`src/rtl/stt_pkg.sv`:
```
// shared types, token codes and character classes for the source text tokenizer
package stt_pkg;

    localparam int POSITION_BITS_DEF = 16;
    localparam int LEN_BITS          = 16;
    localparam int FIFO_DEPTH        = 4;
    localparam int FIFO_PTR_BITS     = $clog2(FIFO_DEPTH);

    typedef enum logic [3:0] {
        M_START  = 4'd0,
        M_SLASH  = 4'd1,
        M_LINE   = 4'd2,
        M_BLOCK  = 4'd3,
        M_BSTAR  = 4'd4,
        M_CHAR1  = 4'd5,
        M_CHAR2  = 4'd6,
        M_STRING = 4'd7,
        M_IDENT  = 4'd8,
        M_NUMBER = 4'd9,
        M_OPER   = 4'd10,
        M_HALT   = 4'd11
    } t_mode;

    // token kinds
    localparam logic [4:0] K_EOF    = 5'd0;
    localparam logic [4:0] K_PLUS   = 5'd1;
    localparam logic [4:0] K_MINUS  = 5'd2;
    localparam logic [4:0] K_MULT   = 5'd3;
    localparam logic [4:0] K_DIV    = 5'd4;
    localparam logic [4:0] K_LPAREN = 5'd5;
    localparam logic [4:0] K_RPAREN = 5'd6;
    localparam logic [4:0] K_LBRACK = 5'd7;
    localparam logic [4:0] K_RBRACK = 5'd8;
    localparam logic [4:0] K_LBRACE = 5'd9;
    localparam logic [4:0] K_RBRACE = 5'd10;
    localparam logic [4:0] K_SEMI   = 5'd11;
    localparam logic [4:0] K_COMMA  = 5'd12;
    localparam logic [4:0] K_LIT    = 5'd13;
    localparam logic [4:0] K_ID     = 5'd14;
    localparam logic [4:0] K_NUM    = 5'd15;
    localparam logic [4:0] K_ASSIGN = 5'd16;
    localparam logic [4:0] K_RELOP  = 5'd17;
    localparam logic [4:0] K_ERR    = 5'd18;

    // token attributes
    localparam logic [3:0] A_NONE = 4'd0;
    localparam logic [3:0] A_CHAR = 4'd1;
    localparam logic [3:0] A_STR  = 4'd2;
    localparam logic [3:0] A_EQ   = 4'd3;
    localparam logic [3:0] A_GT   = 4'd4;
    localparam logic [3:0] A_GE   = 4'd5;
    localparam logic [3:0] A_LT   = 4'd6;
    localparam logic [3:0] A_LE   = 4'd7;
    localparam logic [3:0] A_NOT  = 4'd8;
    localparam logic [3:0] A_NE   = 4'd9;
    localparam logic [3:0] A_AND  = 4'd10;
    localparam logic [3:0] A_OR   = 4'd11;

    // pending operator codes
    localparam logic [2:0] OP_NONE = 3'd0;
    localparam logic [2:0] OP_EQ   = 3'd1;
    localparam logic [2:0] OP_GT   = 3'd2;
    localparam logic [2:0] OP_LT   = 3'd3;
    localparam logic [2:0] OP_NOT  = 3'd4;
    localparam logic [2:0] OP_AMP  = 3'd5;
    localparam logic [2:0] OP_BAR  = 3'd6;

    localparam logic [7:0] CH_NUL    = 8'h00;
    localparam logic [7:0] CH_NL     = 8'h0A;
    localparam logic [7:0] CH_EQ     = 8'h3D;
    localparam logic [7:0] CH_SLASH  = 8'h2F;
    localparam logic [7:0] CH_STAR   = 8'h2A;
    localparam logic [7:0] CH_AMP    = 8'h26;
    localparam logic [7:0] CH_BAR    = 8'h7C;
    localparam logic [7:0] CH_USCORE = 8'h5F;
    localparam logic [7:0] CH_QUOTE  = 8'h27;
    localparam logic [7:0] CH_DQUOTE = 8'h22;
    localparam logic [7:0] CH_BSLASH = 8'h5C;

    typedef struct packed {
        logic [4:0]          kind;
        logic [3:0]          attr;
        logic [15:0]         start;
        logic [LEN_BITS-1:0] length;
        logic                last;
    } t_token;

    typedef struct packed {
        logic       emit;
        logic [4:0] kind;
        logic       len_one;
        logic       eof;
        t_mode      mode;
        logic [2:0] op;
    } t_begin;

    function automatic logic is_space(input logic [7:0] b);
        return (b == 8'd32) || (b >= 8'd9 && b <= 8'd13);
    endfunction

    function automatic logic is_print(input logic [7:0] b);
        return (b >= 8'd32) && (b <= 8'd126);
    endfunction

    function automatic logic is_alpha(input logic [7:0] b);
        return (b >= 8'h41 && b <= 8'h5A) || (b >= 8'h61 && b <= 8'h7A);
    endfunction

    function automatic logic is_digit(input logic [7:0] b);
        return (b >= 8'h30) && (b <= 8'h39);
    endfunction

    function automatic logic [4:0] single_kind(input logic [7:0] b);
        logic [4:0] k;
        unique case (b)
            8'h2B:   k = K_PLUS;
            8'h2D:   k = K_MINUS;
            8'h2A:   k = K_MULT;
            8'h28:   k = K_LPAREN;
            8'h29:   k = K_RPAREN;
            8'h5B:   k = K_LBRACK;
            8'h5D:   k = K_RBRACK;
            8'h7B:   k = K_LBRACE;
            8'h7D:   k = K_RBRACE;
            8'h3B:   k = K_SEMI;
            8'h2C:   k = K_COMMA;
            default: k = K_EOF;
        endcase
        return k;
    endfunction

    function automatic logic [2:0] oper_code(input logic [7:0] b);
        logic [2:0] c;
        unique case (b)
            8'h3D:   c = OP_EQ;
            8'h3E:   c = OP_GT;
            8'h3C:   c = OP_LT;
            8'h21:   c = OP_NOT;
            8'h26:   c = OP_AMP;
            8'h7C:   c = OP_BAR;
            default: c = OP_NONE;
        endcase
        return c;
    endfunction

    // what a byte does when it opens a new token
    function automatic t_begin begin_token(input logic [7:0] b);
        t_begin r;
        r.emit    = 1'b0;
        r.kind    = K_EOF;
        r.len_one = 1'b1;
        r.eof     = 1'b0;
        r.mode    = M_START;
        r.op      = OP_NONE;
        priority if (b == CH_NUL) begin
            r.emit    = 1'b1;
            r.len_one = 1'b0;
            r.eof     = 1'b1;
        end else if (is_space(b)) begin
            r.emit = 1'b0;
        end else if (single_kind(b) != K_EOF) begin
            r.emit = 1'b1;
            r.kind = single_kind(b);
        end else if (oper_code(b) != OP_NONE) begin
            r.op   = oper_code(b);
            r.mode = M_OPER;
        end else if (b == CH_SLASH) begin
            r.mode = M_SLASH;
        end else if (b == CH_QUOTE) begin
            r.mode = M_CHAR1;
        end else if (b == CH_DQUOTE) begin
            r.mode = M_STRING;
        end else if (is_alpha(b)) begin
            r.mode = M_IDENT;
        end else if (is_digit(b)) begin
            r.mode = M_NUMBER;
        end else begin
            r.emit = 1'b1;
            r.kind = K_ERR;
            r.mode = M_HALT;
        end
        return r;
    endfunction

endpackage

```
`src/rtl/source_text_tokenizer_top.sv`:
```
// source text tokenizer: byte-in scanner with a small result queue
//
//  channel  | direction | handshake              | payload
//  ---------+-----------+------------------------+----------------------------------------
//  text     | in        | i_in_valid / o_in_stall   | i_text_byte
//  token    | out       | o_out_valid / i_out_stall | o_token_kind, o_token_attr,
//           |           |                        | o_token_start, o_token_length,
//           |           |                        | o_last_of_run
//
//  one byte is taken per cycle while the text side is not stalled; the scan mode register is updated in the same cycle
//  a byte yields zero, one or two tokens, written into a four-entry result queue
//  the text side stalls while fewer than two queue entries are free
//  a token is registered in the queue as its byte is taken and shown once the tokens ahead of it are gone
//  synchronous active-low reset empties the queue and returns the scanner to start
//  after an error token all further bytes are taken and dropped until reset
module source_text_tokenizer_top
    import stt_pkg::*;
#(
    parameter int POSITION_BITS = POSITION_BITS_DEF
) (
    input  logic                i_clk,
    input  logic                i_rst_n,
    input  logic                i_in_valid,
    output logic                o_in_stall,
    input  logic [7:0]          i_text_byte,
    output logic                o_out_valid,
    input  logic                i_out_stall,
    output logic [4:0]          o_token_kind,
    output logic [3:0]          o_token_attr,
    output logic [15:0]         o_token_start,
    output logic [LEN_BITS-1:0] o_token_length,
    output logic                o_last_of_run
);

    t_mode                    r_mode, n_mode;
    logic [POSITION_BITS-1:0] r_pos, n_pos;
    logic [POSITION_BITS-1:0] r_start, n_start;
    logic [2:0]               r_op, n_op;
    logic [LEN_BITS-1:0]      r_run, n_run;

    t_token                   r_fifo [FIFO_DEPTH];
    logic [FIFO_PTR_BITS-1:0] r_wr, r_rd;
    logic [FIFO_PTR_BITS:0]   r_cnt, n_cnt;

    logic                accept, pop;
    logic [7:0]          b;
    logic [LEN_BITS-1:0] incl;
    t_begin              bg;
    logic                do_begin;
    logic                a_v;
    logic [4:0]          a_kind;
    logic [3:0]          a_attr;
    logic [LEN_BITS-1:0] a_len;
    logic                b_v;
    t_token              e0, e1;
    logic [1:0]          n_push;

    assign accept = i_in_valid && !o_in_stall;
    assign pop    = o_out_valid && !i_out_stall;
    assign b      = i_text_byte;
    assign incl   = (r_run == '1) ? r_run : r_run + LEN_BITS'(1);
    assign bg     = begin_token(b);

    always_comb begin
        n_mode   = r_mode;
        n_op     = r_op;
        n_start  = r_start;
        n_run    = r_run;
        do_begin = 1'b0;
        a_v      = 1'b0;
        a_kind   = K_ERR;
        a_attr   = A_NONE;
        a_len    = incl;
        unique case (r_mode)
            M_SLASH: begin
                if (b == CH_SLASH) begin
                    n_mode = M_LINE;
                    n_run  = incl;
                end else if (b == CH_STAR) begin
                    n_mode = M_BLOCK;
                    n_run  = incl;
                end else begin
                    a_v      = 1'b1;
                    a_kind   = K_DIV;
                    a_len    = LEN_BITS'(1);
                    do_begin = 1'b1;
                end
            end
            M_LINE: begin
                if (b == CH_NL) begin
                    n_mode = M_START;
                end else if (b == CH_NUL) begin
                    do_begin = 1'b1;
                end
            end
            M_BLOCK, M_BSTAR: begin
                if (b == CH_NUL) begin
                    a_v    = 1'b1;
                    n_mode = M_HALT;
                end else if (r_mode == M_BSTAR && b == CH_SLASH) begin
                    n_mode = M_START;
                end else begin
                    n_mode = (b == CH_STAR) ? M_BSTAR : M_BLOCK;
                    n_run  = incl;
                end
            end
            M_CHAR1: begin
                if (is_print(b) && b != CH_BSLASH && b != CH_QUOTE) begin
                    n_mode = M_CHAR2;
                    n_run  = incl;
                end else begin
                    a_v    = 1'b1;
                    n_mode = M_HALT;
                end
            end
            M_CHAR2: begin
                a_v = 1'b1;
                if (b == CH_QUOTE) begin
                    a_kind = K_LIT;
                    a_attr = A_CHAR;
                    n_mode = M_START;
                end else begin
                    n_mode = M_HALT;
                end
            end
            M_STRING: begin
                if (b == CH_DQUOTE) begin
                    a_v    = 1'b1;
                    a_kind = K_LIT;
                    a_attr = A_STR;
                    n_mode = M_START;
                end else if (is_print(b)) begin
                    n_run = incl;
                end else begin
                    a_v    = 1'b1;
                    n_mode = M_HALT;
                end
            end
            M_IDENT: begin
                if (is_alpha(b) || is_digit(b) || b == CH_USCORE) begin
                    n_run = incl;
                end else begin
                    a_v      = 1'b1;
                    a_kind   = K_ID;
                    a_len    = r_run;
                    do_begin = 1'b1;
                end
            end
            M_NUMBER: begin
                if (is_digit(b)) begin
                    n_run = incl;
                end else begin
                    a_v      = 1'b1;
                    a_kind   = K_NUM;
                    a_len    = r_run;
                    do_begin = 1'b1;
                end
            end
            M_OPER: begin
                a_v = 1'b1;
                if (r_op >= OP_EQ && r_op <= OP_NOT) begin
                    a_kind = K_RELOP;
                    if (b == CH_EQ) begin
                        unique case (r_op)
                            OP_EQ:   a_attr = A_EQ;
                            OP_GT:   a_attr = A_GE;
                            OP_LT:   a_attr = A_LE;
                            default: a_attr = A_NE;
                        endcase
                        n_mode = M_START;
                        n_op   = OP_NONE;
                    end else begin
                        // lone operator, the byte opens the next token
                        unique case (r_op)
                            OP_EQ:   a_attr = A_NONE;
                            OP_GT:   a_attr = A_GT;
                            OP_LT:   a_attr = A_LT;
                            default: a_attr = A_NOT;
                        endcase
                        if (r_op == OP_EQ) begin
                            a_kind = K_ASSIGN;
                        end
                        a_len    = LEN_BITS'(1);
                        do_begin = 1'b1;
                    end
                end else if (r_op == OP_AMP && b == CH_AMP) begin
                    a_kind = K_RELOP;
                    a_attr = A_AND;
                    n_mode = M_START;
                    n_op   = OP_NONE;
                end else if (r_op == OP_BAR && b == CH_BAR) begin
                    a_kind = K_RELOP;
                    a_attr = A_OR;
                    n_mode = M_START;
                    n_op   = OP_NONE;
                end else begin
                    n_mode = M_HALT;
                end
            end
            M_HALT: begin
                n_mode = M_HALT;
            end
            default: begin
                do_begin = 1'b1;
            end
        endcase

        if (do_begin) begin
            n_mode  = bg.mode;
            n_op    = bg.op;
            n_start = r_pos;
            n_run   = LEN_BITS'(1);
        end

        if (r_mode == M_HALT) begin
            n_pos = r_pos;
        end else if (do_begin && bg.eof) begin
            n_pos = '0;
        end else begin
            n_pos = r_pos + POSITION_BITS'(1);
        end
    end

    assign b_v = do_begin && bg.emit;

    always_comb begin
        t_token tb;
        tb.kind   = bg.kind;
        tb.attr   = A_NONE;
        tb.start  = 16'(r_pos);
        tb.length = bg.len_one ? LEN_BITS'(1) : '0;
        tb.last   = 1'b1;
        e1        = tb;
        if (a_v) begin
            e0.kind   = a_kind;
            e0.attr   = a_attr;
            e0.start  = 16'(r_start);
            e0.length = a_len;
            e0.last   = !b_v;
        end else begin
            e0 = tb;
        end
        n_push = accept ? (2'(a_v) + 2'(b_v)) : 2'd0;
    end

    assign n_cnt = r_cnt + (FIFO_PTR_BITS+1)'(n_push) - (FIFO_PTR_BITS+1)'(pop);

    always_ff @(posedge i_clk) begin
        if (!i_rst_n) begin
            r_mode  <= M_START;
            r_pos   <= '0;
            r_start <= '0;
            r_op    <= OP_NONE;
            r_run   <= '0;
            r_wr    <= '0;
            r_rd    <= '0;
            r_cnt   <= '0;
        end else begin
            if (accept) begin
                r_mode  <= n_mode;
                r_pos   <= n_pos;
                r_start <= n_start;
                r_op    <= n_op;
                r_run   <= n_run;
            end
            r_wr  <= r_wr + FIFO_PTR_BITS'(n_push);
            r_cnt <= n_cnt;
            if (pop) begin
                r_rd <= r_rd + FIFO_PTR_BITS'(1);
            end
        end
    end

    // result queue storage
    always_ff @(posedge i_clk) begin
        if (n_push != 2'd0) begin
            r_fifo[r_wr] <= e0;
        end
        if (n_push == 2'd2) begin
            r_fifo[r_wr + FIFO_PTR_BITS'(1)] <= e1;
        end
    end

    assign o_in_stall     = (r_cnt > (FIFO_PTR_BITS+1)'(FIFO_DEPTH - 2));
    assign o_out_valid    = (r_cnt != '0);
    assign o_token_kind   = r_fifo[r_rd].kind;
    assign o_token_attr   = r_fifo[r_rd].attr;
    assign o_token_start  = r_fifo[r_rd].start;
    assign o_token_length = r_fifo[r_rd].length;
    assign o_last_of_run  = r_fifo[r_rd].last;

endmodule

```
`config.mk`:
```
export PLATFORM = sky130hd
export DESIGN_NAME = source_text_tokenizer_top
export DESIGN_NICKNAME = d
export VERILOG_FILES = /design/src/rtl/stt_pkg.sv /design/src/rtl/source_text_tokenizer_top.sv
export SDC_FILE = /design/constraint.sdc
export NUM_CORES = 1
export LEC_CHECK = 0
export ABC_CLOCK_PERIOD_IN_PS = 4300
export BUFFER_PORTS_ARGS = -buffer_cell sky130_fd_sc_hd__buf_4
export CAP_MARGIN = 30
export CORE_ASPECT_RATIO = 2
export CORE_UTILIZATION = 50
export DETAILED_ROUTE_END_ITERATION = 8
export GPL_ROUTABILITY_DRIVEN = 0
export HOLD_SLACK_MARGIN = 0.12
export PLACE_DENSITY = 0.73
export SYNTH_ARGS = -nofsm -noshare
export SYNTH_HDL_FRONTEND = slang
export SYNTH_SLANG_ARGS = --single-unit
```
`constraint.sdc`:
```
create_clock -name i_clk -period 4.3 [get_ports i_clk]
set_input_delay 0.215 -clock i_clk [delete_from_list [all_inputs] [get_ports i_clk]]
set_output_delay 0.215 -clock i_clk [all_outputs]
set_load 0.005 [all_outputs]
```
==> flow_summary.json <==
{
  "async_flop_share_pct": 0,
  "dp_hpwl_mm": 23.9,
  "areaGrowthSynthToFinish_pct": 12.3,
  "postSynthAreaPerCell_um2": 10.2,
  "top_layer": "met4",
  "finalNonFillerCells": 1487,
  "p_leak_nw": 4.74,
  "syn_area_um2": 11700,
  "grt_max_degree": 31,
  "htreeDepth": 1,
  "met2WireLength_mm": 18.5,
  "synth-edff-count": 88,
  "timing.final.crit_share_pct": 94.6,
  "critical_path_class": "primary input to register",
  "crit_top_cell": "or3_1",
  "regArea_um2": 5530,
  "grt_pass1_vias": 9677,
  "status": "finished, final reports clean",
  "die_w_um": 110,
  "maxSlewHeadroom_pct": 30.2,
  "arrival_ns": 4.45,
  "core.rowCount": 78,
  "hold_path_class": "primary input to register",
  "start_kind": "primary input",
  "dieHeight_um": 219,
  "tightest_slew_ns": 1.04,
  "drc": 0,
  "hold_viol_final": 0,
  "synthCells": 1151,
  "max_freq_mhz": 246,
  "fin_nets": 1212,
  "port_buffers": 55,
  "die_area_um2": 24100,
  "dpl.cell_count": 1446,
  "yosys_warnings": 0,
  "clock_skew_ns": 0.0236,
  "first_pass_iters": 8,
  "setup_slack_ns": 0.234,
  "viasPerCell": 6.47,
  "grt.overflow.total": 0,
  "grt_usage_pct": 29.4,
  "pre_cts_slack_ns": 0.226,
  "cts_made_buffers": 21,
  "seq_area_frac_synth_pct": 47.1,
  "wl_met1_mm": 11.5,
  "clkSlewWorstSetupHoldPaths_ns": 0.08,
  "diodes": 0,
  "endpoint_kind": "register",
  "synth_seq_cells": 232,
  "ios": 56,
  "synth_flop_cell": "dfxtp_1",
  "min_period_ns": 4.07,
  "ant_nets": 0,
  "start_util_pct": 51.3,
  "critPathMaxFanout": 21,
  "setup_viol": 0,
  "slew_violations": 0,
  "routedWlPerCell_um": 23.2,
  "cts-root-buf": "clkbuf_16",
  "multiInputGateArea_um2": 5720,
  "tns_ns": 0,
  "wl_met3_mm": 1.71,
  "detail_route.iter0.violations": 764,
  "cts.path.max_buffers": 3,
  "cp_cell_sequence": "dlygate4sd3_1 -> buf_4 -> and4_1 -> a41oi_1 -> o2bb2ai_1 -> or3_1 -> nor4_4 -> inv_4 -> ha_1 -> o21ai_0 -> or3_1 -> o21ai_4 -> a22o_1",
  "critPathMaxStageDelay_ns": 0.63,
  "fillers": 1990,
  "p_per_area_nw_per_um2": 573,
  "tritoncts": "done",
  "antenna_found_initial": 0,
  "via_count": 9623,
  "grt_pass1_wl_mm": 52.7,
  "maxCapViolCount": 0,
  "wl_mm": 34.5,
  "crit_slowest_cell": "o21ai_4",
  "ys_types": 82,
  "cts.sinks": 232,
  "rsz0062_at_grt": "false",
  "vdd_ir_drop_max_mv": 0.508,
  "insertion_delay_ns": 0.52,
  "syn-num-nets": 1171,
  "holdWs_ns": 0.126,
  "placeableCoreArea_um2": 22800,
  "drive_gt1_share_pct": 17.9,
  "required_ns": 4.69
}
-- state kept, by name, indices dropped and copies added (netlist names), named ones only --
signal / cells
r_wr: 2
r_pos: 16
r_op: 3
r_mode: 4
r_run: 16
r_start: 16
r_fifo: 168
r_rd: 2
r_cnt: 3
-- per-stage QoR --
step                      instance area (um^2)  power [W]  utilization, %
after detailed placement                 12500    0.00575            54.7
after floorplan                          11700    0.00468               -
after global routing                     13200    0.00787            57.7
after global placement                   12500    0.00569            54.7
final                                    13200    0.00754            57.7
after CTS                                13100    0.00751            57.5
-- layer usage --
metal | vias to the layer above | track usage [%]
met5 | - | 0
met3 | 155 | 4.29
met4 | 0 | 21.8
li1 | 4427 | -
met1 | 4652 | 29.5
met2 | 389 | 53.0
-- path summary, 6_finish.rpt --
check	from	end	slack [ns]	depth (start not counted)
worst max register to register	r_mode[1]	r_fifo[0][20]	0.29	11
worst min register to register	r_fifo[0][6]	r_fifo[0][6]	0.45	2
worst min-delay path	i_out_stall	register	0.13	4
worst max-delay path	i_text_byte[2]	r_fifo[0][20]	0.23	13
-- final cells by class --
type	instances	area share (%)
well taps	280	2.66
repair buffers	112	6.61
clock inverters	9	0.475
clock buffers	29	4.23
flip-flops and latches	232	42.0
multi-input cells	804	43.4
inverters	21	0.618
-- critical path, delay by kind of cell --
kind,cells,cell delay (ns)
AO/OA/AOI/OAI,5,1.43
adder cells (fa/ha/maj),1,0.38
buffers and inverters,3,0.78
AND/OR/NAND/NOR,4,1.62
-- repair_timing --
action / 4_1_cts / 5_1_grt
endpoints found under the setup margin: 0 / 36
gates resized for setup: 0 / 3
hold buffers: 2 / 0
endpoints found under the hold margin: 10 / 0
setup buffers: 0 / 1
-- power by group --
part	leakage (nW)	switching (W)	internal [W]
sequential	2.00	0.000275	0.00273
combinational	2.43	0.00161	0.00115
clock	0.306	0.000851	0.000920
-- cells by family (layout without fill, tap and decap cells) --
family / count (synthesis) / in the layout / synth area share (%)
compound gates: 345 / 345 / 20.5
xor+xnor: 25 / 25 / 1.87
fa+ha+maj: 8 / 8 / 0.918
buf+inv: 115 / 171 / 4.23
flops: 232 / 232 / 47.1
mux: 60 / 60 / 9.61
simple gates: 366 / 366 / 15.8
-- cell usage in the layout, fill, tap and decap left out, types with 18 or more instances in the layout --
master and n:
o22ai_1 29, mux2i_1 18, inv_1 19, mux4_2 42, a21oi_1 37, buf_4 108
clkbuf_16 21, nand3_1 42, dfxtp_1 142, nand2_1 113, nor2_1 73, edfxtp_1 88
nor3_1 23, o21ai_0 98, a22o_1 64
-- synth_stat cells, drive strengths merged, types with 16 or more instances --
cell type | number | area, um^2
dfxtp | 144 | 2880
mux2i | 18 | 180
nand3 | 42 | 210
o22ai | 29 | 181
o21ai | 109 | 579
and2 | 16 | 103
a22o | 64 | 561
nor2 | 73 | 274
buf | 35 | 193
mux4 | 42 | 946
edfxtp | 88 | 2640
inv | 21 | 81.3
a21oi | 37 | 185
nor3 | 23 | 115
nand2 | 113 | 424
clkbuf | 59 | 221
Note: power is estimated with default switching activity, not from simulation.
